**config.mk**
```make
export PLATFORM = sky130hd
export DESIGN_NAME = tmmu_mac
export DESIGN_NICKNAME = d
export VERILOG_FILES = /design/src/hdl/tmmu_pkg.sv /design/src/hdl/tmmu_mac.sv
export SDC_FILE = /design/constraint.sdc
export NUM_CORES = 1
export LEC_CHECK = 0
export BUFFER_PORTS_ARGS = -buffer_cell sky130_fd_sc_hd__buf_2
export CAP_MARGIN = 15
export CORE_ASPECT_RATIO = 1.75
export CORE_MARGIN = 8
export CORE_UTILIZATION = 62
export CTS_CLUSTER_DIAMETER = 200
export DETAILED_ROUTE_END_ITERATION = 12
export PLACE_DENSITY = 0.83
export RECOVER_POWER = 100
export SETUP_SLACK_MARGIN = 0.2
export SLEW_MARGIN = 10
export SYNTH_ARGS = -nofsm -noshare
export SYNTH_HDL_FRONTEND = slang
export SYNTH_SLANG_ARGS = --single-unit
```
**constraint.sdc**
```tcl
create_clock -name clk -period 10 [get_ports clk]
set_input_delay 2 -clock clk [delete_from_list [all_inputs] [get_ports clk]]
set_output_delay 2 -clock clk [all_outputs]
set_load 0.05 [all_outputs]
```
**src/hdl/tmmu_pkg.sv**
```systemverilog
// Package for the transposed matrix multiply unit: item codes, sequencer
// states, fixed-point widths and the control bundle handed to the MAC unit.
// No dependencies.
package tmmu_pkg;

  // item function codes
  localparam logic [1:0] FUNC_LOAD  = 2'd0;
  localparam logic [1:0] FUNC_APPLY = 2'd1;
  localparam logic [1:0] FUNC_READ  = 2'd2;

  // register select, taken from paddr[2]
  localparam logic REG_ROWS_USED = 1'b0;
  localparam logic REG_COLS_USED = 1'b1;

  localparam int CFG_W  = 7;
  localparam int VAL_W  = 16;
  localparam int PROD_W = 32;
  localparam int ACC_W  = 48;

  localparam logic signed [ACC_W-1:0] ACC_MAX = {1'b0, {(ACC_W-1){1'b1}}};
  localparam logic signed [ACC_W-1:0] ACC_MIN = {1'b1, {(ACC_W-1){1'b0}}};

  typedef enum logic [1:0] {
    ST_IDLE,
    ST_APPLY,
    ST_DRAIN,
    ST_READ
  } state_t;

  typedef struct packed {
    logic issue;   // operands at the MAC inputs are valid this cycle
    logic clear;   // treat the old accumulator as zero
  } mac_ctl_t;

endpackage

```
**src/hdl/tmmu_mac.sv**
```systemverilog
// Shared two-stage multiply / saturating accumulate unit.
// Stage one registers the Q16.16 product, stage two adds and saturates.
// Depends on tmmu_pkg.
module tmmu_mac
  import tmmu_pkg::*;
#(
  parameter int AW = 12
) (
  input  logic                    clk,
  input  logic                    rst,
  input  mac_ctl_t                ctl,
  input  logic signed [VAL_W-1:0] a_value,
  input  logic signed [VAL_W-1:0] b_value,
  input  logic signed [ACC_W-1:0] acc_in,
  input  logic [AW-1:0]           addr_in,
  output logic                    wr_en,
  output logic [AW-1:0]           wr_addr,
  output logic signed [ACC_W-1:0] wr_data
);

  logic signed [PROD_W-1:0] prod;
  logic signed [ACC_W-1:0]  acc;
  logic                     vld;
  logic [AW-1:0]            addr;
  logic [ACC_W:0]           sum;

  always_ff @(posedge clk) begin
    if (rst) begin
      vld <= 1'b0;
    end else begin
      vld <= ctl.issue;
    end
  end

  always_ff @(posedge clk) begin
    prod <= a_value * b_value;
    acc  <= ctl.clear ? '0 : acc_in;
    addr <= addr_in;
  end

  // 49-bit sum, overflow when the two top bits differ
  assign sum = {acc[ACC_W-1], acc} + {{(ACC_W + 1 - PROD_W){prod[PROD_W-1]}}, prod};

  always_comb begin
    if (sum[ACC_W] != sum[ACC_W-1]) begin
      wr_data = sum[ACC_W] ? ACC_MIN : ACC_MAX;
    end else begin
      wr_data = sum[ACC_W-1:0];
    end
  end

  assign wr_en   = vld;
  assign wr_addr = addr;

endmodule

```
Word-level counts from Yosys, hierarchy flattened
Cells that the tools add are included.
{"block": "totals", "elab_cells": 9, "regBits": 93}
{"block": "op_classes", "n_addsub": 1, "eq_ne": 1, "n_mux": 2, "n_mul": 1}
{"op": "$mux 48", "n": 2}
{"op": "$add 48x32->49", "n": 1}
{"op": "$mul 16x16->32", "n": 1}
{"op": "$ne 1x1->1", "n": 1}

Logic depth before layout (Yosys ltp)
{"block": "logic_depth", "word_depth": 3, "mapped_depth": 24}

Worst setup path after synthesis
Ideal clock, no wire load.
{"block": "synth_path", "path_type": "input -> register", "start": "input port a_value[11]", "end": "register prod[31]", "slack_ns": 2.225, "n_path_buf": 1, "setup_time_ns": 0.121, "t_arrival_ns": 7.654, "cell_stages": 22, "cell_sequence": "clkbuf_1 -> nand2_1 -> fa_1 -> fa_1 -> fa_1 -> inv_1 -> fa_1 -> fa_1 -> inv_1 -> fa_1 -> inv_1 -> ha_1 -> a21o_1 -> a21o_1 -> a21oi_1 -> o21ai_0 -> a2111oi_0 -> nor3_1 -> a2111o_1 -> a21oi_1 -> o21bai_1 -> xnor2_1"}
{"block": "synth_between", "elab_chain_cells": 1}
{"element": "start, declared", "line_no": "tmmu_mac.sv:12", "rtl": "input logic signed [VAL_W-1:0] a_value,"}
{"element": "$mul 16x16->32", "line_no": "tmmu_mac.sv:36", "rtl": "prod <= a_value * b_value;"}
{"element": "end signal, assigned", "line_no": "tmmu_mac.sv:36"}
{"element": "end, declared", "line_no": "tmmu_mac.sv:21", "rtl": "logic signed [PROD_W-1:0] prod;"}
No other way between the ends.
A chain may end at the register's enable or synchronous reset.

Worst setup path after layout
{"block": "layout_path", "start": "input port b_value[7]", "end": "register prod[31]"}
{"block": "layout_between", "elab_chain_cells": 1}
{"element": "start, declared", "line_no": "tmmu_mac.sv:13", "rtl": "input logic signed [VAL_W-1:0] b_value,"}
{"element": "$mul 16x16->32", "line_no": "tmmu_mac.sv:36"}
No other way between the ends.

==> results.ini <==
[run_status]
status=complete, but fails checks
violations=capacitance limit, slew limit

[place]
io_buffers=156
dp_slack_ns=1.69
routabilityCongestion=0.958
dp.cells=2062
place_hpwl_um=33500
place_area_sq_um=15800

[die]
row_count=75
die_y_um=221
start_util=0.627
fp.coreArea_sq_um=23700
io_pins=157
dieArea_sq_um=29400
die_width_um=133

[grt]
grt_util_all_layers=0.278
grt_pass1_wl_um=65000
grt_max_degree=49
grt_antenna_before_repair=0
grt_pass1_vias=13200
grt_remaining_overflow=0

[logic_synthesis]
synth_edf_count=0
synth_ff_type=dfxtp_1
synth_mux_area_frac=0
yosys.area.top_type_share=0.354
synth_cell_types=60
syn_avg_cell_area_sq_um=9.01
ys_async_sr_fraction=0
synth_xor_area_frac=0.0458
synth_top_family_by_area=adder cells
synth.yosys.warnings=0
yosysTopAreaCell=fa_1
syn_area_sq_um=14900
ys_top_cells_by_area=fa_1 (35%), dfxtp_1 (13%), ha_1 (11%)
syn_inst=1651
yosysSeqAreaShare=0.125
syn-num-nets=2140
synthAdderAreaFrac=0.467
synth_compound_area_frac=0.115
synth.ff_latch_count=93
synth-simple-area-share=0.153

[timing]
layout_setup_ws_ns=1.39
min_period_ns=8.61
tns_ns=0
fmax_mhz=116
fin_crit_sh=0.861
rsz0062_at_grt=false
relSlewSlack=-0.387
hold_viol=0
final-setup-viol-count=0
tightestPinTransition_ns=2.08
drv_slew=49

[setup_path]
crit_fanout=16
required_ns=10.22
cp.arrival_ns=8.83
worstSetupPathType=in2reg
cp-end-kind=flip-flop
start_kind=input port

[layout]
fin_area_sq_um=16000
instances_no_fill=2078
layout_common_cells=inv_1 (313), fa_1 (263), nand2_1 (153)
layout_commonest_cell=inv_1
fin_nets=2254
drive_gt1_frac=0.0678
diodes=0
area_growth_syn_to_layout_pct=7.71

[clock_network]
cts.hold.buffers_added=0
cts_buffers=9
cts_sinks=93
path_clk_slew_ns=0.07
post_cts_resized=0
root_buffer=clkbuf_16
h-tree-depth=3
clk_path_buf_depth=2
post_cts_buffers=0
cts_tree=built

[worst_hold_path]
timing.hold.worst_endpoint=wr_addr[2]
hold_path.class=in2reg
min_from=addr_in[2]
hold_depth=1

[drt]
drc=0
routed_wirelength_um=40300
first_iter_violations=694
dr.pass1.iters=4
ant_nets=0
wl_per_cell_um=19.4
routed_via_density=5.71
vias=11900

[job]
maxCapViolCount=1

[Yosys cell counts, drive strengths merged (3+ instances only)]
master  number
a41oi        3
o21a        11
a21oi      103
dfxtp       93
a21boi       3
and2       128
a221oi       3
or3          4
o31ai        7
o21bai      11
a21o        45
fa         263
nor2        45
nand2      153
xnor2       61
clkbuf      43
nand2b       8
nand4        6
a31oi        5
and4         3
buf         12
nor3        10
and3         3
maj3         6
nand3       19
o211ai       8
o21ai       47
ha         130
a211oi       4
xor2        16
nor2b       59
inv        313
a211o        4
[routing by layer]
metal  global-route usage  vias up  part of all wire
met2                0.524      465              0.54
met1                0.265     5862              0.33
met4                0.203        0             0.078
li1                     -     5386                 -
met3               0.0390      157             0.053
met5                    0        -                 0
[final cells by class]
cell class | instances | area [sq um]
Sequential cell | 93 | 1860
Clock buffer | 10 | 229
Fill cell | 1920 | 7710
Clock inverter | 6 | 63.8
Tap cell | 308 | 385
Timing Repair Buffer | 158 | 714
Inverter | 313 | 1170
Multi-Input combinational cell | 1190 | 11600
[cell families (layout without fill, tap and decap cells)]
logic type / Yosys count / in the layout
compound gates: 269 / 269
xor+xnor: 77 / 77
fa+ha+maj: 399 / 399
buf+inv: 368 / 487
flops: 93 / 93
simple gates: 445 / 445
[how the worst max path moves through the flow]
| stage | start | to | slack (ns) | depth (start not counted) |
|---|---|---|---|---|
| finish | b_value[7] | prod[31] | 1.39 | 24 |
| global route | b_value[7] | prod[31] | 1.20 | 24 |
| CTS | b_value[7] | prod[31] | 2.03 | 24 |
| detailed placement | b_value[7] | prod[31] | 1.69 | 24 |
| global placement | a_value[11] | prod[31] | 1.88 | 23 |
| floorplan | a_value[11] | prod[31] | 2.22 | 22 |
[worst max-delay path, cell delays in order]
cell and delay [ns]:
clkbuf_1 0.71, nand2_1 0.20, fa_1 0.58, inv_1 0.05, fa_1 0.50, inv_1 0.06
fa_1 0.54, inv_1 0.05, fa_1 0.45, fa_1 0.50, inv_1 0.05, fa_1 0.47
inv_1 0.04, ha_1 0.35, and4_1 0.27, o21ai_0 0.08, o21ai_0 0.10, clkbuf_1 0.18
a2111oi_0 0.58, nor3_1 0.23, a2111o_1 0.42, a21oi_1 0.14, o21bai_1 0.10, xnor2_1 0.14
[registers in the layout (all words and copies together) (netlist names)]
signal / cells
acc: 48
prod: 32
wr_addr: 12
wr_en: 1
[metrics by stage]
step	hold WS (ns)	utilization
global placement	2.10	0.667
floorplan	2.03	-
finish	1.74	0.675
CTS	1.74	0.679
detailed placement	2.10	0.667
global route	1.73	0.675
Power is not shown: default switching activity piles up to over one toggle a cycle in this logic, so the estimate is an artifact.
